## src/rtl/core/u8d_pkg.sv

```systemverilog
// Package for the UTF-8 stream decoder: byte token types, result kinds and
// shared constants. Used by every module of the decoder.
`default_nettype none

package u8d_pkg;

    localparam int COUNT_BITS = 32;
    localparam int OUT_COUNT_BITS = 32;
    localparam int CP_BITS = 21;
    localparam int ACC_BITS = 31;
    localparam int QUEUE_DEPTH = 4;
    localparam int QUEUE_PTR_BITS = $clog2(QUEUE_DEPTH);
    localparam int WIDE_COUNT_BITS = (COUNT_BITS > OUT_COUNT_BITS) ? COUNT_BITS : OUT_COUNT_BITS;

    localparam logic [1:0] KIND_CHAR = 2'd0;
    localparam logic [1:0] KIND_END = 2'd1;
    localparam logic [1:0] KIND_BAD = 2'd2;

    localparam logic [CP_BITS-1:0] CP_LIMIT_RESET = 21'h10FFFF;
    localparam logic [CP_BITS-1:0] CP_REPLACEMENT = 21'h00FFFD;
    localparam logic [ACC_BITS-1:0] CP_MAX = 31'h0010FFFF;
    localparam logic [ACC_BITS-1:0] SURR_LO = 31'h0000D800;
    localparam logic [ACC_BITS-1:0] SURR_HI = 31'h0000DFFF;
    localparam logic [ACC_BITS-1:0] NONCHAR_LO = 31'h0000FFFE;
    localparam logic [ACC_BITS-1:0] NONCHAR_HI = 31'h0000FFFF;

    typedef enum logic [2:0] {
        TK_NUL,
        TK_ASCII,
        TK_CONT,
        TK_LEAD,
        TK_BADLEAD
    } tok_cls_t;

    typedef struct packed {
        tok_cls_t cls;
        logic [2:0] len;
        logic [6:0] data;
    } tok_t;

    function automatic logic [OUT_COUNT_BITS-1:0] sat_count(
        input logic [COUNT_BITS-1:0] cnt
    );
        logic [WIDE_COUNT_BITS-1:0] wide;
        wide = WIDE_COUNT_BITS'(cnt);
        if (wide > WIDE_COUNT_BITS'({OUT_COUNT_BITS{1'b1}}))
        begin
            return '1;
        end
        return wide[OUT_COUNT_BITS-1:0];
    endfunction

endpackage

`default_nettype wire

```

## src/rtl/core/u8d_front.sv

```systemverilog
// Front end of the UTF-8 decoder: accepts raw bytes and classifies each one
// into a token for the queue. Depends on u8d_pkg.
`default_nettype none

module u8d_front
    import u8d_pkg::*;
(
    input  wire logic       in_valid,
    input  wire logic [7:0] text_byte,
    input  wire logic       queue_full,
    output logic            in_stall,
    output logic            push,
    output tok_t            push_tok
);

    assign in_stall = queue_full;
    assign push = in_valid && !queue_full;

    always_comb
    begin
        push_tok.cls = TK_BADLEAD;
        push_tok.len = 3'd0;
        push_tok.data = text_byte[6:0];
        if (text_byte == 8'h00)
        begin
            push_tok.cls = TK_NUL;
        end
        else if (!text_byte[7])
        begin
            push_tok.cls = TK_ASCII;
        end
        else if (!text_byte[6])
        begin
            push_tok.cls = TK_CONT;
            push_tok.data = {1'b0, text_byte[5:0]};
        end
        else if (!text_byte[5])
        begin
            push_tok.cls = TK_LEAD;
            push_tok.len = 3'd1;
            push_tok.data = {2'b0, text_byte[4:0]};
        end
        else if (!text_byte[4])
        begin
            push_tok.cls = TK_LEAD;
            push_tok.len = 3'd2;
            push_tok.data = {3'b0, text_byte[3:0]};
        end
        else if (!text_byte[3])
        begin
            push_tok.cls = TK_LEAD;
            push_tok.len = 3'd3;
            push_tok.data = {4'b0, text_byte[2:0]};
        end
        else if (!text_byte[2])
        begin
            push_tok.cls = TK_LEAD;
            push_tok.len = 3'd4;
            push_tok.data = {5'b0, text_byte[1:0]};
        end
        else if (!text_byte[1])
        begin
            push_tok.cls = TK_LEAD;
            push_tok.len = 3'd5;
            push_tok.data = {6'b0, text_byte[0]};
        end
    end

endmodule

`default_nettype wire

```

## src/rtl/core/u8d_queue.sv

```systemverilog
// Short token queue between the front end and the decode back end of the
// UTF-8 decoder. Depends on u8d_pkg.
`default_nettype none

module u8d_queue
    import u8d_pkg::*;
(
    input  wire logic clk,
    input  wire logic rst_n,
    input  wire logic push,
    input  tok_t      push_tok,
    input  wire logic pop,
    output logic      full,
    output logic      not_empty,
    output tok_t      head_tok
);

    tok_t slots [QUEUE_DEPTH];
    logic [QUEUE_PTR_BITS-1:0] wr_ptr_reg;
    logic [QUEUE_PTR_BITS-1:0] rd_ptr_reg;
    logic [QUEUE_PTR_BITS:0] count_reg;
    logic [QUEUE_PTR_BITS:0] count_next;

    assign full = (count_reg == (QUEUE_PTR_BITS + 1)'(QUEUE_DEPTH));
    assign not_empty = (count_reg != '0);
    assign head_tok = slots[rd_ptr_reg];

    always_comb
    begin
        count_next = count_reg;
        if (push && !pop)
        begin
            count_next = count_reg + 1'b1;
        end
        else if (pop && !push)
        begin
            count_next = count_reg - 1'b1;
        end
    end

    always_ff @(posedge clk)
    begin
        if (push)
        begin
            slots[wr_ptr_reg] <= push_tok;
        end
    end

    always_ff @(posedge clk or negedge rst_n)
    begin
        if (!rst_n)
        begin
            wr_ptr_reg <= '0;
            rd_ptr_reg <= '0;
            count_reg <= '0;
        end
        else
        begin
            if (push)
            begin
                wr_ptr_reg <= wr_ptr_reg + 1'b1;
            end
            if (pop)
            begin
                rd_ptr_reg <= rd_ptr_reg + 1'b1;
            end
            count_reg <= count_next;
        end
    end

endmodule

`default_nettype wire

```

## src/rtl/core/u8d_back.sv

```systemverilog
// Decode back end of the UTF-8 decoder: runs the character state machine on
// queued tokens and holds the result register. Depends on u8d_pkg.
`default_nettype none

module u8d_back
    import u8d_pkg::*;
(
    input  wire logic                      clk,
    input  wire logic                      rst_n,
    input  wire logic                      cfg_wr_en,
    input  wire logic [CP_BITS-1:0]        cfg_wr_data,
    input  wire logic                      tok_valid,
    input  tok_t                           tok,
    output logic                           pop,
    output logic                           out_valid,
    input  wire logic                      out_stall,
    output logic [1:0]                     kind,
    output logic [CP_BITS-1:0]             codepoint,
    output logic [OUT_COUNT_BITS-1:0]      char_count
);

    logic [CP_BITS-1:0] limit_reg;
    logic [2:0] left_reg;
    logic [2:0] left_next;
    logic [ACC_BITS-1:0] acc_reg;
    logic [ACC_BITS-1:0] acc_next;
    logic [ACC_BITS-1:0] acc_shift;
    logic [COUNT_BITS-1:0] cnt_reg;
    logic [COUNT_BITS-1:0] cnt_next;
    logic skip_reg;
    logic skip_next;
    logic out_valid_reg;
    logic [1:0] kind_reg;
    logic [CP_BITS-1:0] cp_reg;
    logic [OUT_COUNT_BITS-1:0] count_out_reg;

    logic res_valid;
    logic [1:0] res_kind;
    logic [CP_BITS-1:0] res_cp;
    logic [OUT_COUNT_BITS-1:0] res_cnt;
    logic err;
    logic err_at_nul;
    logic fin;
    logic [ACC_BITS-1:0] fin_cp;
    logic cp_bad;

    assign pop = tok_valid && (!out_valid_reg || !out_stall);
    assign out_valid = out_valid_reg;
    assign kind = kind_reg;
    assign codepoint = cp_reg;
    assign char_count = count_out_reg;
    assign acc_shift = {acc_reg[ACC_BITS-7:0], tok.data[5:0]};

    always_comb
    begin
        left_next = left_reg;
        acc_next = acc_reg;
        cnt_next = cnt_reg;
        skip_next = skip_reg;
        res_valid = 1'b0;
        res_kind = KIND_CHAR;
        res_cp = '0;
        res_cnt = '0;
        err = 1'b0;
        err_at_nul = 1'b0;
        fin = 1'b0;
        fin_cp = '0;
        if (pop)
        begin
            if (skip_reg)
            begin
                if (tok.cls == TK_NUL)
                begin
                    skip_next = 1'b0;
                end
            end
            else if (left_reg != 3'd0)
            begin
                if (tok.cls != TK_CONT)
                begin
                    err = 1'b1;
                    err_at_nul = (tok.cls == TK_NUL);
                end
                else
                begin
                    acc_next = acc_shift;
                    left_next = left_reg - 3'd1;
                    if (left_reg == 3'd1)
                    begin
                        fin = 1'b1;
                        fin_cp = acc_shift;
                    end
                end
            end
            else
            begin
                case (tok.cls)
                    TK_NUL:
                    begin
                        res_valid = 1'b1;
                        res_kind = KIND_END;
                        res_cnt = sat_count(cnt_reg);
                        cnt_next = '0;
                    end
                    TK_ASCII:
                    begin
                        fin = 1'b1;
                        fin_cp = ACC_BITS'(tok.data);
                    end
                    TK_LEAD:
                    begin
                        acc_next = ACC_BITS'(tok.data);
                        left_next = tok.len;
                    end
                    default:
                    begin
                        err = 1'b1;
                    end
                endcase
            end
        end

        cp_bad = (fin_cp >= SURR_LO && fin_cp <= SURR_HI)
            || (fin_cp >= NONCHAR_LO && fin_cp <= NONCHAR_HI)
            || (fin_cp > CP_MAX);

        if (fin)
        begin
            left_next = 3'd0;
            acc_next = '0;
            if (cp_bad)
            begin
                err = 1'b1;
            end
            else
            begin
                res_valid = 1'b1;
                res_kind = KIND_CHAR;
                res_cp = (fin_cp > ACC_BITS'(limit_reg)) ? CP_REPLACEMENT
                                                         : fin_cp[CP_BITS-1:0];
                if (cnt_reg != {COUNT_BITS{1'b1}})
                begin
                    cnt_next = cnt_reg + COUNT_BITS'(1);
                end
            end
        end

        if (err)
        begin
            left_next = 3'd0;
            acc_next = '0;
            cnt_next = '0;
            skip_next = !err_at_nul;
            res_valid = 1'b1;
            res_kind = KIND_BAD;
            res_cp = '0;
            res_cnt = '0;
        end
    end

    always_ff @(posedge clk)
    begin
        if (pop && res_valid)
        begin
            kind_reg <= res_kind;
            cp_reg <= res_cp;
            count_out_reg <= res_cnt;
        end
    end

    always_ff @(posedge clk or negedge rst_n)
    begin
        if (!rst_n)
        begin
            limit_reg <= CP_LIMIT_RESET;
            left_reg <= 3'd0;
            acc_reg <= '0;
            cnt_reg <= '0;
            skip_reg <= 1'b0;
            out_valid_reg <= 1'b0;
        end
        else
        begin
            if (cfg_wr_en)
            begin
                limit_reg <= cfg_wr_data;
            end
            left_reg <= left_next;
            acc_reg <= acc_next;
            cnt_reg <= cnt_next;
            skip_reg <= skip_next;
            if (pop)
            begin
                out_valid_reg <= res_valid;
            end
            else if (!out_stall)
            begin
                out_valid_reg <= 1'b0;
            end
        end
    end

`ifndef SYNTHESIS
    a_skip_at_start: assert property (@(posedge clk) disable iff (!rst_n)
        skip_reg |-> (left_reg == 3'd0))
        else $error("Skipping while inside a character.");

    a_left_range: assert property (@(posedge clk) disable iff (!rst_n)
        left_reg <= 3'd5)
        else $error("Continuation count out of range.");

    a_end_clears: assert property (@(posedge clk) disable iff (!rst_n)
        (pop && !skip_reg && (left_reg == 3'd0) && (tok.cls == TK_NUL))
        |=> (cnt_reg == '0))
        else $error("String end did not clear the count.");

    a_char_legal: assert property (@(posedge clk) disable iff (!rst_n)
        (out_valid_reg && (kind_reg == KIND_CHAR))
        |-> ((cp_reg <= CP_MAX[CP_BITS-1:0])
            && !(cp_reg >= SURR_LO[CP_BITS-1:0] && cp_reg <= SURR_HI[CP_BITS-1:0])))
        else $error("Illegal codepoint delivered.");

    a_side_fields_zero: assert property (@(posedge clk) disable iff (!rst_n)
        (out_valid_reg && (kind_reg != KIND_CHAR)) |-> (cp_reg == '0))
        else $error("Codepoint not zero on a non-character result.");
`endif

endmodule

`default_nettype wire

```

## src/rtl/core/utf8_stream_decoder_top.sv

```systemverilog
// Top level of the UTF-8 stream decoder: byte classifier, token queue and
// decode back end. Depends on u8d_pkg, u8d_front, u8d_queue and u8d_back.
//
// Channel   Direction  Handshake           Payload
// input     in         in_valid/in_stall   text_byte
// output    out        out_valid/out_stall kind, codepoint, char_count
// config    in         cfg_wr_en           cfg_wr_data (replace_above)
//
// One byte is accepted per cycle while the token queue is not full.
// The decode state update takes one token per cycle unless output stalls.
// Reset clears the decode state and sets the limit to 0x10FFFF.
// A four-entry token queue absorbs output stalls; input stalls only when full.
`default_nettype none

module utf8_stream_decoder_top
    import u8d_pkg::*;
(
    input  wire logic                      clk,
    input  wire logic                      rst_n,
    input  wire logic                      cfg_wr_en,
    input  wire logic [CP_BITS-1:0]        cfg_wr_data,
    input  wire logic                      in_valid,
    output logic                           in_stall,
    input  wire logic [7:0]                text_byte,
    output logic                           out_valid,
    input  wire logic                      out_stall,
    output logic [1:0]                     kind,
    output logic [CP_BITS-1:0]             codepoint,
    output logic [OUT_COUNT_BITS-1:0]      char_count
);

    logic push;
    tok_t push_tok;
    logic queue_full;
    logic queue_not_empty;
    tok_t head_tok;
    logic pop;

    u8d_front u_front (
        .in_valid   (in_valid),
        .text_byte  (text_byte),
        .queue_full (queue_full),
        .in_stall   (in_stall),
        .push       (push),
        .push_tok   (push_tok)
    );

    u8d_queue u_queue (
        .clk        (clk),
        .rst_n      (rst_n),
        .push       (push),
        .push_tok   (push_tok),
        .pop        (pop),
        .full       (queue_full),
        .not_empty  (queue_not_empty),
        .head_tok   (head_tok)
    );

    u8d_back u_back (
        .clk         (clk),
        .rst_n       (rst_n),
        .cfg_wr_en   (cfg_wr_en),
        .cfg_wr_data (cfg_wr_data),
        .tok_valid   (queue_not_empty),
        .tok         (head_tok),
        .pop         (pop),
        .out_valid   (out_valid),
        .out_stall   (out_stall),
        .kind        (kind),
        .codepoint   (codepoint),
        .char_count  (char_count)
    );

endmodule

`default_nettype wire

```

## config.mk

```make
export PLATFORM = sky130hd
export DESIGN_NAME = utf8_stream_decoder_top
export DESIGN_NICKNAME = d
export VERILOG_FILES = /design/src/rtl/core/u8d_pkg.sv /design/src/rtl/core/u8d_front.sv /design/src/rtl/core/u8d_queue.sv /design/src/rtl/core/u8d_back.sv /design/src/rtl/core/utf8_stream_decoder_top.sv
export SDC_FILE = /design/constraint.sdc
export NUM_CORES = 1
export LEC_CHECK = 0
export BUFFER_PORTS_ARGS = -buffer_cell sky130_fd_sc_hd__buf_2
export CORE_MARGIN = 2
export CORE_UTILIZATION = 59
export CTS_CLUSTER_SIZE = 24
export DETAILED_ROUTE_END_ITERATION = 12
export PLACE_DENSITY = 0.9
export SYNTH_ARGS = -nofsm -noshare
export SYNTH_HDL_FRONTEND = slang
export SYNTH_SLANG_ARGS = --single-unit
```

## constraint.sdc

```tcl
create_clock -name clk -period 4.88 [get_ports clk]
set_input_delay 0.244 -clock clk [delete_from_list [all_inputs] [get_ports clk]]
set_output_delay 0.244 -clock clk [all_outputs]
set_load 0.05 [all_outputs]
```

# After elaboration in Yosys (flattened, before gate mapping)
# Memory sizes are Yosys's and may differ from the RTL's.
# Index checks and enable logic that the tools add are counted.
dict set report word_totals {
  register_bits 145
  mem_bits_rw 52
  out_inout_bits 57
  word_cells 156
  memories 1
}
# memory words width rd rd_ports_with_merged_regs write_ports line_no
set memory_table {}
lappend memory_table {u_queue.slots 4 13 1 0 1 u8d_queue.sv:18} ;# tok_t slots [QUEUE_DEPTH];
dict set report op_classes {
  n_addsub 6
  order_cmp 7
  eq_ne 9
  muxes 88
  bitwise_logic 3
  n_reduce_logical 29
}
# operator n
set ops {}
lappend ops {{32-bit two-way mux} 10}
lappend ops {{25-bit two-way mux} 7}
lappend ops {{31-bit two-way mux} 5}
lappend ops {{13-bit two-way mux} 5}
lappend ops {{31-bit by 16-bit greater-or-equal comparator with 1-bit output, second input constant} 2}
lappend ops {{31-bit by 16-bit less-or-equal comparator with 1-bit output, second input constant} 2}
lappend ops {{3-bit two-way mux} 13}
lappend ops {{1-bit two-way mux} 38}
lappend ops {{32-bit by 1-bit adder with 32-bit output, second input constant} 1}
lappend ops {{32-bit greater-than comparator, second input constant} 1}
lappend ops {{32-bit inequality test, second input constant} 1}
lappend ops {{31-bit by 21-bit greater-than comparator with 1-bit output} 1}
lappend ops {{31-bit by 21-bit greater-than comparator with 1-bit output, second input constant} 1}
lappend ops {{10-bit two-way mux} 2}
lappend ops {{16-bit two-way mux} 1}
lappend ops {{7-bit two-way mux} 2}
lappend ops {{2-bit two-way mux} 5}
lappend ops {{3-bit nonzero test} 3}
lappend ops {{8-bit logical NOT} 1}
lappend ops {{1-bit logical AND} 7}
lappend ops {{3-bit by 1-bit == test with 1-bit output, second input constant} 2}
lappend ops {{1-bit logical NOT} 6}
lappend ops {{3-bit OR reduction} 2}
lappend ops {{3-bit by 1-bit subtractor with 3-bit output, second input constant} 2}
lappend ops {{other kinds (16)} 22}

# Depth between registers and ports, before layout
# Gate-level depths: netlist of run 1.
dict set report depth {
  word_depth 14
  depth_mapped 17
  mapped_depth_nobuf 15
}

# Hierarchy
# From an unflattened synthesis of run 1, not the netlist that was laid out.
dict set report unflattened {
  hier_cells 861
  hier_area_um2 9917.0
}
# module instances cells_per_inst area_each_um2 seq_area_each_um2
set by_module_without_submodules {}
lappend by_module_without_submodules {u8d_back 1 730 7432.1 3749.8}
lappend by_module_without_submodules {u8d_queue 1 102 2301.0 1736.7}
lappend by_module_without_submodules {u8d_front 1 29 183.9 0.0}

# Least setup slack after synthesis of run 1
# Ideal clock, no wire load.
dict set report synth_path {
  path_kind {flip-flop to flip-flop}
  start {register u_queue.rd_ptr_reg[0]}
  end {register u_back.cp_reg[0], in the netlist u_back.codepoint[0] (data pin)}
  setup_ps 264
  arrival_ps 3511
  t_required_ps 4616
  slack_ps 1105
  stages_incl_launch_ff 16
  n_path_buf 3
  synth_period_minus_slack_ps 3775
  cell_sequence {dfrtp_1 -> buf_6 -> mux4_2 -> or2_1 -> nor2_2 -> clkbuf_1 -> and2_1 -> ha_1 -> a21o_1 -> a21o_1 -> a211oi_1 -> o31a_1 -> a211oi_1 -> nor3_1 -> clkbuf_1 -> a21oi_1}
}
dict set report synth_via {
  elab_chain_len 13
  word_cells_on_any_way 37
  cone_classes {6 x order compare; 3 x eq/ne; 19 x mux; 1 x bitwise; 7 x reduce/logical; 1 x memory}
}
# item line_no
set synth_rtl {}
lappend synth_rtl {{from (decl)} u8d_queue.sv:20} ;# logic [QUEUE_PTR_BITS-1:0] rd_ptr_reg;
lappend synth_rtl {{from (signal assigned)} u8d_queue.sv:65} ;# rd_ptr_reg <= rd_ptr_reg + 1'b1;
lappend synth_rtl {{memory 4 x 13 bit *} n/a}
lappend synth_rtl {{3-bit by 2-bit inequality test with 1-bit output *} u8d_back.sv:79} ;# if (tok.cls != TK_CONT)
lappend synth_rtl {{31-bit two-way mux *} u8d_back.sv:79}
lappend synth_rtl {{31-bit two-way mux *} u8d_back.sv:77} ;# else if (left_reg != 3'd0)
lappend synth_rtl {{31-bit two-way mux *} u8d_back.sv:70} ;# if (skip_reg)
lappend synth_rtl {{31-bit two-way mux *} u8d_back.sv:68} ;# if (pop)
lappend synth_rtl {{via u_back.fin_cp[16]} u8d_back.sv:44} ;# logic [ACC_BITS-1:0] fin_cp;
lappend synth_rtl {{31-bit by 16-bit greater-or-equal comparator with 1-bit output, or another cell as far along} u8d_back.sv:123} ;# cp_bad = (fin_cp >= SURR_LO && fin_cp <= SURR_HI)
lappend synth_rtl {{1-bit logical AND (on tied branches)} {u8d_back.sv:123, u8d_back.sv:124}}
lappend synth_rtl {{1-bit logical OR} u8d_back.sv:124} ;# || (fin_cp >= NONCHAR_LO && fin_cp <= NONCHAR_HI)
lappend synth_rtl {{1-bit logical OR} u8d_back.sv:125} ;# || (fin_cp > CP_MAX);
lappend synth_rtl {{1-bit two-way mux} u8d_back.sv:131} ;# if (cp_bad)
lappend synth_rtl {{1-bit two-way mux} u8d_back.sv:127} ;# if (fin)
lappend synth_rtl {{3-bit OR reduction (no line)} n/a}
lappend synth_rtl {{to (signal assigned)} u8d_back.sv:166} ;# cp_reg <= res_cp;
lappend synth_rtl {{to (decl)} u8d_back.sv:34} ;# logic [CP_BITS-1:0] cp_reg;
# Mark *: on every way through the listed nets, which the timed path passes. The rest lies on a longest branch.
# A chain may end at the register's enable or synchronous reset.

# Worst setup path in the final report of run 1
dict set report layout_path {
  start {register u_queue.rd_ptr_reg[0]}
  end {register u_back.cp_reg[11], in the netlist u_back.codepoint[11] (data pin)}
}
dict set report layout_via {
  elab_chain_len 13
  word_cells_on_any_way 37
  cone_classes {6 x order compare; 3 x eq/ne; 19 x mux; 1 x bitwise; 7 x reduce/logical; 1 x memory}
}
# item line_no
set layout_rtl {}
lappend layout_rtl {{memory 4 x 13 bit *} n/a}
lappend layout_rtl {{3-bit by 1-bit == test with 1-bit output, or another cell as far along} u8d_back.sv:97} ;# case (tok.cls)
lappend layout_rtl {{7-bit two-way mux / 31-bit two-way mux (equally long branches)} {u8d_back.sv:97, u8d_back.sv:79}}
lappend layout_rtl {{31-bit two-way mux} u8d_back.sv:77}
lappend layout_rtl {{31-bit two-way mux} u8d_back.sv:70}
lappend layout_rtl {{31-bit two-way mux} u8d_back.sv:68}
lappend layout_rtl {{31-bit by 16-bit greater-or-equal comparator with 1-bit output, or another cell as far along} u8d_back.sv:123}
lappend layout_rtl {{1-bit logical AND (on tied branches)} {u8d_back.sv:123, u8d_back.sv:124}}
lappend layout_rtl {{1-bit logical OR} u8d_back.sv:124}
lappend layout_rtl {{1-bit logical OR} u8d_back.sv:125}
lappend layout_rtl {{1-bit two-way mux} u8d_back.sv:131}
lappend layout_rtl {{1-bit two-way mux} u8d_back.sv:127}
lappend layout_rtl {{3-bit OR reduction (no line)} n/a}
# Every way passes the cells marked *; elsewhere a longest branch is shown, timed or not.

==> results of run 1 <==
[layer usage]
layer | up-vias | track usage | share of wire
met5 | - | 0 | 0
met1 | 3146 | 0.3228 | 0.41
met3 | 28 | 0.04674 | 0.056
met2 | 248 | 0.4080 | 0.52
met4 | 0 | 0.08080 | 0.015
li1 | 3011 | - | -
[where the power goes]
group          internal, mW  switching, mW
combinational         0.497           1.25
clock                 0.695          0.637
sequential             2.13          0.176
[path summary, 6_finish.rpt]
kind / from / endpoint / slack [ns] / cells past startpoint
setup / recovery: u_queue.rd_ptr_reg[0]$_DFFE_PN0N_ / u_back.codepoint[11]$_SDFFCE_PP0P_ / 0.39 / 13
hold / removal: cfg_wr_data[17] / u_back.limit_reg[17]$_DFFE_PN0P_ / 0.01 / 3
setup reg to reg: u_queue.rd_ptr_reg[0]$_DFFE_PN0N_ / u_back.codepoint[11]$_SDFFCE_PP0P_ / 0.39 / 13
hold reg to reg: u_back.cnt_reg[16]$_DFF_PN0_ / u_back.cnt_reg[16]$_DFF_PN0_ / 0.50 / 1
max in group asynchronous: rst_n / u_back.cnt_reg[0]$_DFF_PN0_ / 3.48 / 3
min in group asynchronous: rst_n / u_back.acc_reg[2]$_DFFE_PN0P_ / 0.25 / 2
[critical path: stages (launching register included)]
cell,delay (ns)
dfrtp_1,0.47
mux4_2,0.64
or2_1,0.31
nor2_4,0.33
nand2_1,0.14
inv_1,0.09
ha_1,0.24
a211oi_1,0.39
nor2_1,0.10
o41ai_1,0.66
a211oi_1,0.19
nor3_1,0.24
buf_4,0.29
a21oi_1,0.11
[Yosys cell counts (3+ instances only)]
library cell    n  area share
mux2_2          5      0.0062
dfstp_2        17       0.049
and2_1         16       0.011
a31oi_1        11      0.0076
a21oi_1        37       0.020
a21o_1          5      0.0041
nor4_1          5      0.0034
and4_1          3      0.0029
o21ai_0        64       0.035
nor2b_1         5      0.0034
ha_1           29       0.040
a41oi_1         3      0.0029
o31ai_1         6      0.0049
or3_1           6      0.0041
or2_2           3      0.0021
nor3b_1         5      0.0041
edfxtp_1      107        0.35
nand3_1        24       0.013
xnor2_1         5      0.0048
mux4_2         13       0.032
nand2_1        81       0.033
clkbuf_1       23      0.0095
a22o_1         26       0.025
nor2_1         25       0.010
nor3_1         10      0.0055
a211oi_1        5      0.0041
inv_1          43       0.018
or4_1           4      0.0033
nand2b_1        5      0.0034
and3_1         42       0.029
dfrtp_1        73        0.20
nor4_2          3      0.0041
buf_2           7      0.0038
nand4_1        14      0.0096
[timing repair]
item                       4_1_cts  5_1_grt
resized for setup                0        1
setup endpoints to repair        0       15
hold buffers                     1        0
hold endpoints to repair        23        0
[per-stage QoR]
step | cell area (um2) | setup WS (ns) | cells | hold slack (ns) | total power, mW
after global routing | 10290 | 0.1413 | 1052 | 0.01730 | 5.604
after detailed placement | 9708 | 0.4674 | 1019 | 0.1608 | 4.063
after CTS | 10290 | 0.3871 | 1052 | 0.006690 | 5.389
final | 10290 | 0.3904 | 1052 | 0.01180 | 5.389
after floorplan | 9112 | 1.105 | 768 | -0.05159 | 3.629
after global placement | 9708 | 0.8523 | 1019 | 0.1600 | 3.989
[kinds of logic after synthesis]
| group | share of synthesized area |
|---|---|
| multiplexers | 0.03941 |
| AND/OR/NAND/NOR | 0.1531 |
| flip-flops | 0.6021 |
| XOR/XNOR | 0.006728 |
| adder cells (fa/ha/maj) | 0.04202 |
| AO/OA/AOI/OAI | 0.1207 |
| buffers and inverters | 0.03597 |
[layout make-up]
| class | instances | area [um2] |
|---|---|---|
| clock inverter | 14 | 117.6 |
| tap | 188 | 235.2 |
| timing repair buffer | 100 | 530.5 |
| inverter | 43 | 161.4 |
| multi-input combinational | 492 | 3309 |
| clock buffer | 18 | 450.4 |
| fill | 1032 | 4855 |
| sequential | 197 | 5487 |
==> results by group, run 1 <==
Floorplanning
  • Die Ht: 128.3 um
  • Starting Density: 0.6017
  • I/O pin count: 91
  • Core area: 15150 um2
  • # rows: 45
  • Die width: 128.3 um
  • Die area: 16450 um2

Timing
  • Clock Skew: 0.01315 ns
  • Worst rel slew slack: 0.3242
  • Minimum clock period: 4.490 ns
  • Unrepaired setup endpoints after global routing: no
  • Max Slew Vio Count: 0
  • Slew of the pin with the lowest slew margin: 1.014 ns
  • Setup-failing EPs final: 0
  • Setup TNS: 0 ns
  • Fmax: 0.2227 GHz
  • Tcrit/Tclk final: 0.9200
  • Final Hold Viols: 0

CTS
  • CTS Buf Count: 17
  • Worst-skew pair later-pin latency: 0.44 ns
  • Root cell of the clock tree: clkbuf_16
  • Clock-pin slew on the worst setup and hold paths: 0.07 ns
  • Setup Buffers After CTS: 0
  • H-tree depth: 4
  • CTS tree: done
  • Clock net sink count: 197
  • Max clock buf depth: 2

Logic synthesis
  • Cell count after synthesis: 768
  • Dominant synthesized flop cell: edfxtp_1
  • Post-synthesis sequential area ratio: 0.6021
  • Post-synthesis cell type count: 61
  • YS warnings: 0
  • Syn_area_per_cell: 11.87 um2
  • Synthesized area: 9112 um2
  • EDFF count, synth: 107
  • Syn nets: 832
  • Share of synthesized registers carrying an async set or reset: 0.4569
  • Synth Register Bits: 197

Routing
  • Vias per inst: 6.115
  • ANT nets after route: 0
  • Pre-antenna DRT Iters: 5
  • Routed WL per cell: 18.37 um
  • Routed WL: 19320 um
  • DRT iter0 DRCs: 707
  • Total number of vias: 6433
  • # DRC: 0

Critical path
  • Required time worst endpoint: 5.02 ns
  • Critical Path Source Type: flop
  • Arr. time, crit path: 4.62 ns
  • Setup crit end kind: flop
  • Critical Path Fanout Max: 20
  • Setup CP Type: flop to flop

Job
  • Max Cap Viol: 0

Pwr
  • Power per cell area: 523.6 nW/um2
  • P_leak: 4.392 nW
  • Max VDD drop: 0.3173 mV

Layout
  • Diodes inserted: 0
  • Layout Area Growth over Synthesis: 12.93%
  • Layout cells sized above 1: 0.2118
  • Post-layout util: 0.6795
  • Commonest non-fill, non-tap cell in the layout: edfxtp_1
  • Largest register FFs: 52
  • Most frequent cells in the layout: edfxtp_1 (107), buf_2 (89), nand2_1 (81)
  • Nets: 915

Placed design
  • GP Congestion: 0.8387
  • Port buffer count: 90
  • HPWL Detailed: 12860 um

Global route
  • Vias in the first global route: 6221
  • Total grt overflow: 0
  • Largest net degree at the start of global routing: 68
  • First-pass GRT wire length: 31000 um
  • Initial antenna violation count: 0
  • Gr usage total: 0.2435

Status
  • Status: finished, final reports clean

Min path
  • Worst min-delay path class: input port to flop
(Power assumes the default switching activity.)
==> run 2: changes to the inputs <==
- ABC_AREA: unset -> 1
- CORE_UTILIZATION: 59 -> 60
==> results by group, run 2 <==
Logic synthesis
  • Cell count after synthesis: 1135
  • Post-synthesis sequential area ratio: 0.5468
  • YS warnings: 0
  • Commonest cells post-synth: nand2_1 (208), nor2_1 (161), inv_1 (136), edfxtp_1 (107), o21ai_0 (83)
  • Syn_area_per_cell: 8.840 um2
  • Most common cell in the netlist: nand2_1
  • Largest area contributor in the netlist: edfxtp_1
  • Synth top area share: 0.3202
  • Post-synthesis cell type count: 45
  • Dominant synthesized flop cell: edfxtp_1
  • Synth Register Bits: 197
  • Share of synthesized registers carrying an async set or reset: 0.4569
  • Synthesized area: 10030 um2
  • Syn nets: 1199
  • EDFF count, synth: 107
  • Synth top area cells: edfxtp_1 (32%), dfrtp_1 (18%), nand2_1 (7.8%), nor2_1 (6.0%), inv_1 (5.1%)

Layout
  • Fillers: 1203
  • Most frequent cells in the layout: nand2_1 (206), nor2_1 (161), inv_1 (136)
  • Commonest non-fill, non-tap cell in the layout: nand2_1
  • Layout cells sized above 1: 0.1439
  • Final Instance Area: 11250 um2
  • Area of the multi-input gates: 3809 um2
  • Diodes inserted: 0
  • Storage cell area: 5487 um2
  • Fin cells: 1450
  • Largest register FFs: 52
  • Nets: 1281
  • Layout Area Growth over Synthesis: 12.12%

Routing
  • Routed WL per cell: 15.68 um
  • Vias per inst: 5.723
  • ANT nets after route: 0
  • DRT iter0 DRCs: 1128
  • Pre-antenna DRT Iters: 7
  • # DRC: 0
  • Routed WL: 22740 um
  • Total number of vias: 8299

Placed design
  • Placed cell area: 10640 um2
  • GP Congestion: 0.9416
  • Placed insts: 1416
  • Port buffer count: 90
  • HPWL Detailed: 15720 um

Timing
  • Setup-failing EPs final: 0
  • Final Hold Viols: 0
  • Clock Skew: 0.01201 ns
  • Max Slew Vio Count: 0
  • Unrepaired setup endpoints after global routing: no
  • Minimum clock period: 4.417 ns
  • Worst rel slew slack: 0.1713
  • Tcrit/Tclk final: 0.9052
  • Hold_ws: 0.008522 ns
  • Setup TNS: 0 ns
  • Slew of the pin with the lowest slew margin: 1.239 ns
  • Fmax: 0.2264 GHz

Floorplanning
  • Core area: 16470 um2
  • I/O pin count: 91
  • Die Ht: 133.3 um
  • # rows: 47
  • Starting Density: 0.6093
  • Die width: 133.3 um
  • Die area: 17770 um2

Critical path
  • Critical Path Fanout Max: 17
  • Critical Path Source Type: flop
  • Origin of the critical flop-to-flop path: u_queue.rd_ptr_reg[1]$_DFFE_PN0N_
  • Reg2reg setup slack: 0.46 ns
  • Setup crit end kind: flop
  • Setup CP Type: flop to flop
  • Required time worst endpoint: 5.14 ns
  • Arr. time, crit path: 4.67 ns
  • Critical Path Start: u_queue.rd_ptr_reg[1]$_DFFE_PN0N_

Pwr
  • Gate power share: 0.420
  • Power per cell area: 621.3 nW/um2
  • Clk network pwr share: 0.200
  • P_leak: 4.716 nW
  • Sw power: 3.214 mW
  • Cell Int Power: 3.776 mW
  • Sw frac: 0.4598
  • Max VDD drop: 0.3452 mV
  • Sequential share of power: 0.380

CTS
  • CTS Buf Count: 17
  • Clock-pin slew on the worst setup and hold paths: 0.07 ns
  • Root cell of the clock tree: clkbuf_16
  • Worst-skew pair later-pin latency: 0.44 ns
  • Max clock buf depth: 2
  • CTS tree: done
  • Clock net sink count: 197
  • H-tree depth: 4
  • Setup Buffers After CTS: 0

Global route
  • Total grt overflow: 0
  • Gr usage total: 0.2671
  • Largest net degree at the start of global routing: 55
  • Vias in the first global route: 7868
  • Initial antenna violation count: 0
  • First-pass GRT wire length: 37750 um

Job
  • Max Cap Viol: 0

Min path
  • Worst min-delay path class: input port to flop
  • Hold_sp: cfg_wr_data[11]

Status
  • Status: finished, final reports clean
## run 2: cell types whose count changed after synthesis, sizes merged, moves of 26 or more
cell	before	now
nor2	27	166
nand2	81	211
inv	43	146
nand3	24	74
and3	42	0
o21ai	66	96
a22o	26	0
## run 2: layout make-up
| cell class | count | area share |
|---|---|---|
| clock buffer | 17 | 0.03782 |
| clock inverter | 15 | 0.01446 |
| inverter | 146 | 0.04894 |
| multi-input combinational | 754 | 0.3386 |
| sequential | 197 | 0.4877 |
| tap | 220 | 0.02447 |
| timing repair buffer | 101 | 0.04805 |
## run 2: critical path, stage by stage, from the launching register on
cell,delay (ns)
dfrtp_1,0.51
inv_2,0.30
nand3_1,0.12
nand2_1,0.13
nand2_1,0.11
nor2_4,0.31
nand2_4,0.22
nand2_2,0.17
inv_2,0.13
nor2_1,0.17
ha_1,0.28
a21oi_1,0.15
o31ai_1,0.08
nor3b_1,0.14
o21ai_0,0.15
nand2_1,0.07
nand2_1,0.05
a21boi_0,0.06
o21ai_0,0.18
nand3_1,0.11
nand2_2,0.28
nand2_1,0.23
nor3_1,0.26
## run 2: timing repair
item,4_1_cts,5_1_grt
setup endpoints to repair,0,6
hold endpoints to repair,32,0
resized for setup,0,1
hold buffers,2,0
## run 2: cells by family (layout without fill, tap and decap cells)
logic type / after synthesis / in the layout / share of synthesized area
compound gates: 191 / 191 / 0.1030
xor+xnor: 16 / 16 / 0.01397
fa+ha+maj: 30 / 30 / 0.03816
buf+inv: 184 / 279 / 0.07407
flops: 197 / 197 / 0.5468
mux: 3 / 3 / 0.003367
simple gates: 514 / 514 / 0.2206
## run 2: layer usage
metal / wire length (um) / GRT usage / part of all wire / vias to the layer above
li1: - / - / - / 3949
met1: 9456 / 0.3648 / 0.42 / 3840
met2: 10680 / 0.4267 / 0.47 / 449
met3: 1961 / 0.05327 / 0.086 / 61
met4: 642 / 0.1028 / 0.028 / 0
met5: 0 / 0 / 0 / -
## run 2: final timing paths
path,end,depth (start not counted)
hold / removal,u_back.limit_reg[11]$_DFFE_PN1P_,3
setup reg to reg,u_back.codepoint[19]$_SDFFCE_PP0P_,22
max in group asynchronous,u_back.acc_reg[21]$_DFFE_PN0P_,3
hold reg to reg,u_back.limit_reg[1]$_DFFE_PN1P_,2
min in group asynchronous,u_back.acc_reg[0]$_DFFE_PN0P_,2
setup / recovery,u_back.codepoint[19]$_SDFFCE_PP0P_,22
## run 2: per-stage QoR
stage | worst slack, ns | power (mW) | util
after CTS | 0.3766 | 6.991 | 0.6831
after floorplan | 1.248 | 4.910 | -
after global placement | 0.7203 | 5.513 | 0.6461
after detailed placement | 0.4501 | 5.593 | 0.6461
after global routing | 0.005706 | 7.366 | 0.6832
final | 0.4626 | 6.990 | 0.6832
## run 2: power groups by stage
stage	sequential [mW]	clock [mW]	combinational, mW
2_1_floorplan	3.51	0	1.40
3_3_place_gp	2.67	0	2.84
3_5_place_dp	2.68	0	2.91
4_1_cts	2.65	1.41	2.93
5_1_grt	2.70	1.47	3.19
6_report	2.66	1.40	2.93
==> run 3: changes to the inputs <==
- CTS_CLUSTER_DIAMETER: unset -> 50
- RECOVER_POWER: unset -> 50
==> results by group, run 3 (same netlist as run 2, synthesis figures left out) <==
Placed design
  • Port buffer count: 90
  • HPWL Detailed: 15720 um
  • Placed insts: 1416
  • GP Congestion: 0.9416
  • Placed cell area: 10640 um2

Floorplanning
  • Die Ht: 133.3 um
  • # rows: 47
  • Die width: 133.3 um
  • Starting Density: 0.6093
  • I/O pin count: 91
  • Core area: 16470 um2
  • Die area: 17770 um2

Timing
  • Unrepaired setup endpoints after global routing: no
  • Max Slew Vio Count: 38
  • Hold_ws: 0.009547 ns
  • Clock Skew: 0.01165 ns
  • Setup-failing EPs final: 0
  • Minimum clock period: 4.427 ns
  • Tcrit/Tclk final: 0.9071
  • Setup TNS: 0 ns
  • Slew of the pin with the lowest slew margin: 2.222 ns
  • Fmax: 0.2259 GHz
  • Worst rel slew slack: -0.4814
  • Final Hold Viols: 0

Layout
  • Final Instance Area: 11160 um2
  • Layout Area Growth over Synthesis: 11.24%
  • Largest register FFs: 52
  • Post-layout util: 0.6778
  • Layout cells sized above 1: 0.09268
  • Fin cells: 1450
  • Most frequent cells in the layout: nand2_1 (206), nor2_1 (161), inv_1 (136)
  • Diodes inserted: 0
  • Fillers: 1239
  • Nets: 1281
  • Area of the multi-input gates: 3809 um2
  • Storage cell area: 5487 um2
  • Commonest non-fill, non-tap cell in the layout: nand2_1

CTS
  • CTS Buf Count: 17
  • Worst-skew pair later-pin latency: 0.44 ns
  • CTS tree: done
  • Root cell of the clock tree: clkbuf_16
  • Max clock buf depth: 2
  • H-tree depth: 4
  • Setup Buffers After CTS: 0
  • Clock-pin slew on the worst setup and hold paths: 0.07 ns
  • Clock net sink count: 197

Global route
  • Gr usage total: 0.2671
  • Total grt overflow: 0
  • First-pass GRT wire length: 37750 um
  • Vias in the first global route: 7868
  • Largest net degree at the start of global routing: 55
  • Initial antenna violation count: 0

Min path
  • Worst min-delay path class: input port to flop

Critical path
  • Critical Path Source Type: flop
  • Required time worst endpoint: 5.14 ns
  • Reg2reg setup slack: 0.45 ns
  • Setup CP Type: flop to flop
  • Arr. time, crit path: 4.68 ns
  • Critical Path Fanout Max: 17
  • Setup crit end kind: flop

Pwr
  • Max VDD drop: 0.3347 mV
  • P_leak: 4.529 nW
  • Power per cell area: 621.0 nW/um2

Routing
  • Routed WL: 22750 um
  • # DRC: 0
  • ANT nets after route: 0
  • Pre-antenna DRT Iters: 6
  • DRT iter0 DRCs: 1200
  • Routed WL per cell: 15.69 um
  • Total number of vias: 8289
  • Vias per inst: 5.717

Status
  • Status: finished, violations left
  • Failing checks: max-capacitance violations, max-slew violations

Job
  • Max Cap Viol: 1
-- run 3: what timing repair did --
item                                    CTS  global route
hold buffers                              2             0
gates resized for setup                   0             1
endpoints found under the setup margin    0             6
hold endpoints to repair                 32             0
-- run 3: area by class of cell --
| class | instances | area share |
|---|---|---|
| Clock inverter | 15 | 0.01457 |
| Inverter | 146 | 0.04933 |
| Clock buffer | 17 | 0.03812 |
| Sequential cell | 197 | 0.4916 |
| Timing Repair Buffer | 101 | 0.04047 |
| Tap cell | 220 | 0.02466 |
| Multi-Input combinational cell | 754 | 0.3413 |
-- run 3: per-stage QoR --
step,power (mW),setup slack [ns]
after global placement,5.513,0.7203
after floorplan,4.910,1.248
final,6.931,0.4534
after global routing,7.303,0.005706
after detailed placement,5.593,0.4501
after CTS,6.991,0.3766
-- run 3: final timing paths --
| path | startpoint | to | cells after the start |
|---|---|---|---|
| max | u_queue.rd_ptr_reg[1]$_DFFE_PN0N_ | u_back.codepoint[19]$_SDFFCE_PP0P_ | 22 |
| max in group asynchronous | rst_n | u_back.cnt_reg[4]$_DFF_PN0_ | 3 |
| min reg2reg | u_back.limit_reg[1]$_DFFE_PN1P_ | u_back.limit_reg[1]$_DFFE_PN1P_ | 2 |
| min | cfg_wr_data[12] | u_back.limit_reg[12]$_DFFE_PN1P_ | 3 |
| min in group asynchronous | rst_n | u_queue.rd_ptr_reg[1]$_DFFE_PN0N_ | 2 |
| max reg2reg | u_queue.rd_ptr_reg[1]$_DFFE_PN0N_ | u_back.codepoint[19]$_SDFFCE_PP0P_ | 22 |
-- run 3: where the power goes --
| group | internal (mW) | total (mW) | switching, mW |
|---|---|---|---|
| combinational | 0.567 | 2.87 | 2.30 |
| sequential | 2.41 | 2.67 | 0.259 |
| clock | 0.729 | 1.40 | 0.670 |
-- run 3: critical path, stage by stage (launching register included) --
cell and delay (ns):
dfrtp_1 0.51, inv_2 0.30, nand3_1 0.12, nand2_1 0.13, nand2_1 0.11, nor2_4 0.30
nand2_4 0.22, nand2_2 0.17, inv_2 0.13, nor2_1 0.17, ha_1 0.28, a21oi_1 0.15
o31ai_1 0.08, nor3b_1 0.14, o21ai_0 0.15, nand2_1 0.07, nand2_1 0.05, a21boi_0 0.06
o21ai_0 0.18, nand3_1 0.11, nand2_2 0.29, nand2_1 0.24, nor3_1 0.26
-- run 3: per-layer routing --
metal | up-vias | wire, um | GRT usage | part of all wire
met4 | 0 | 580 | 0.1028 | 0.025
met1 | 3847 | 9464 | 0.3648 | 0.42
met2 | 435 | 10740 | 0.4267 | 0.47
met3 | 56 | 1963 | 0.05327 | 0.086
li1 | 3951 | - | - | -
met5 | - | 0 | 0 | 0
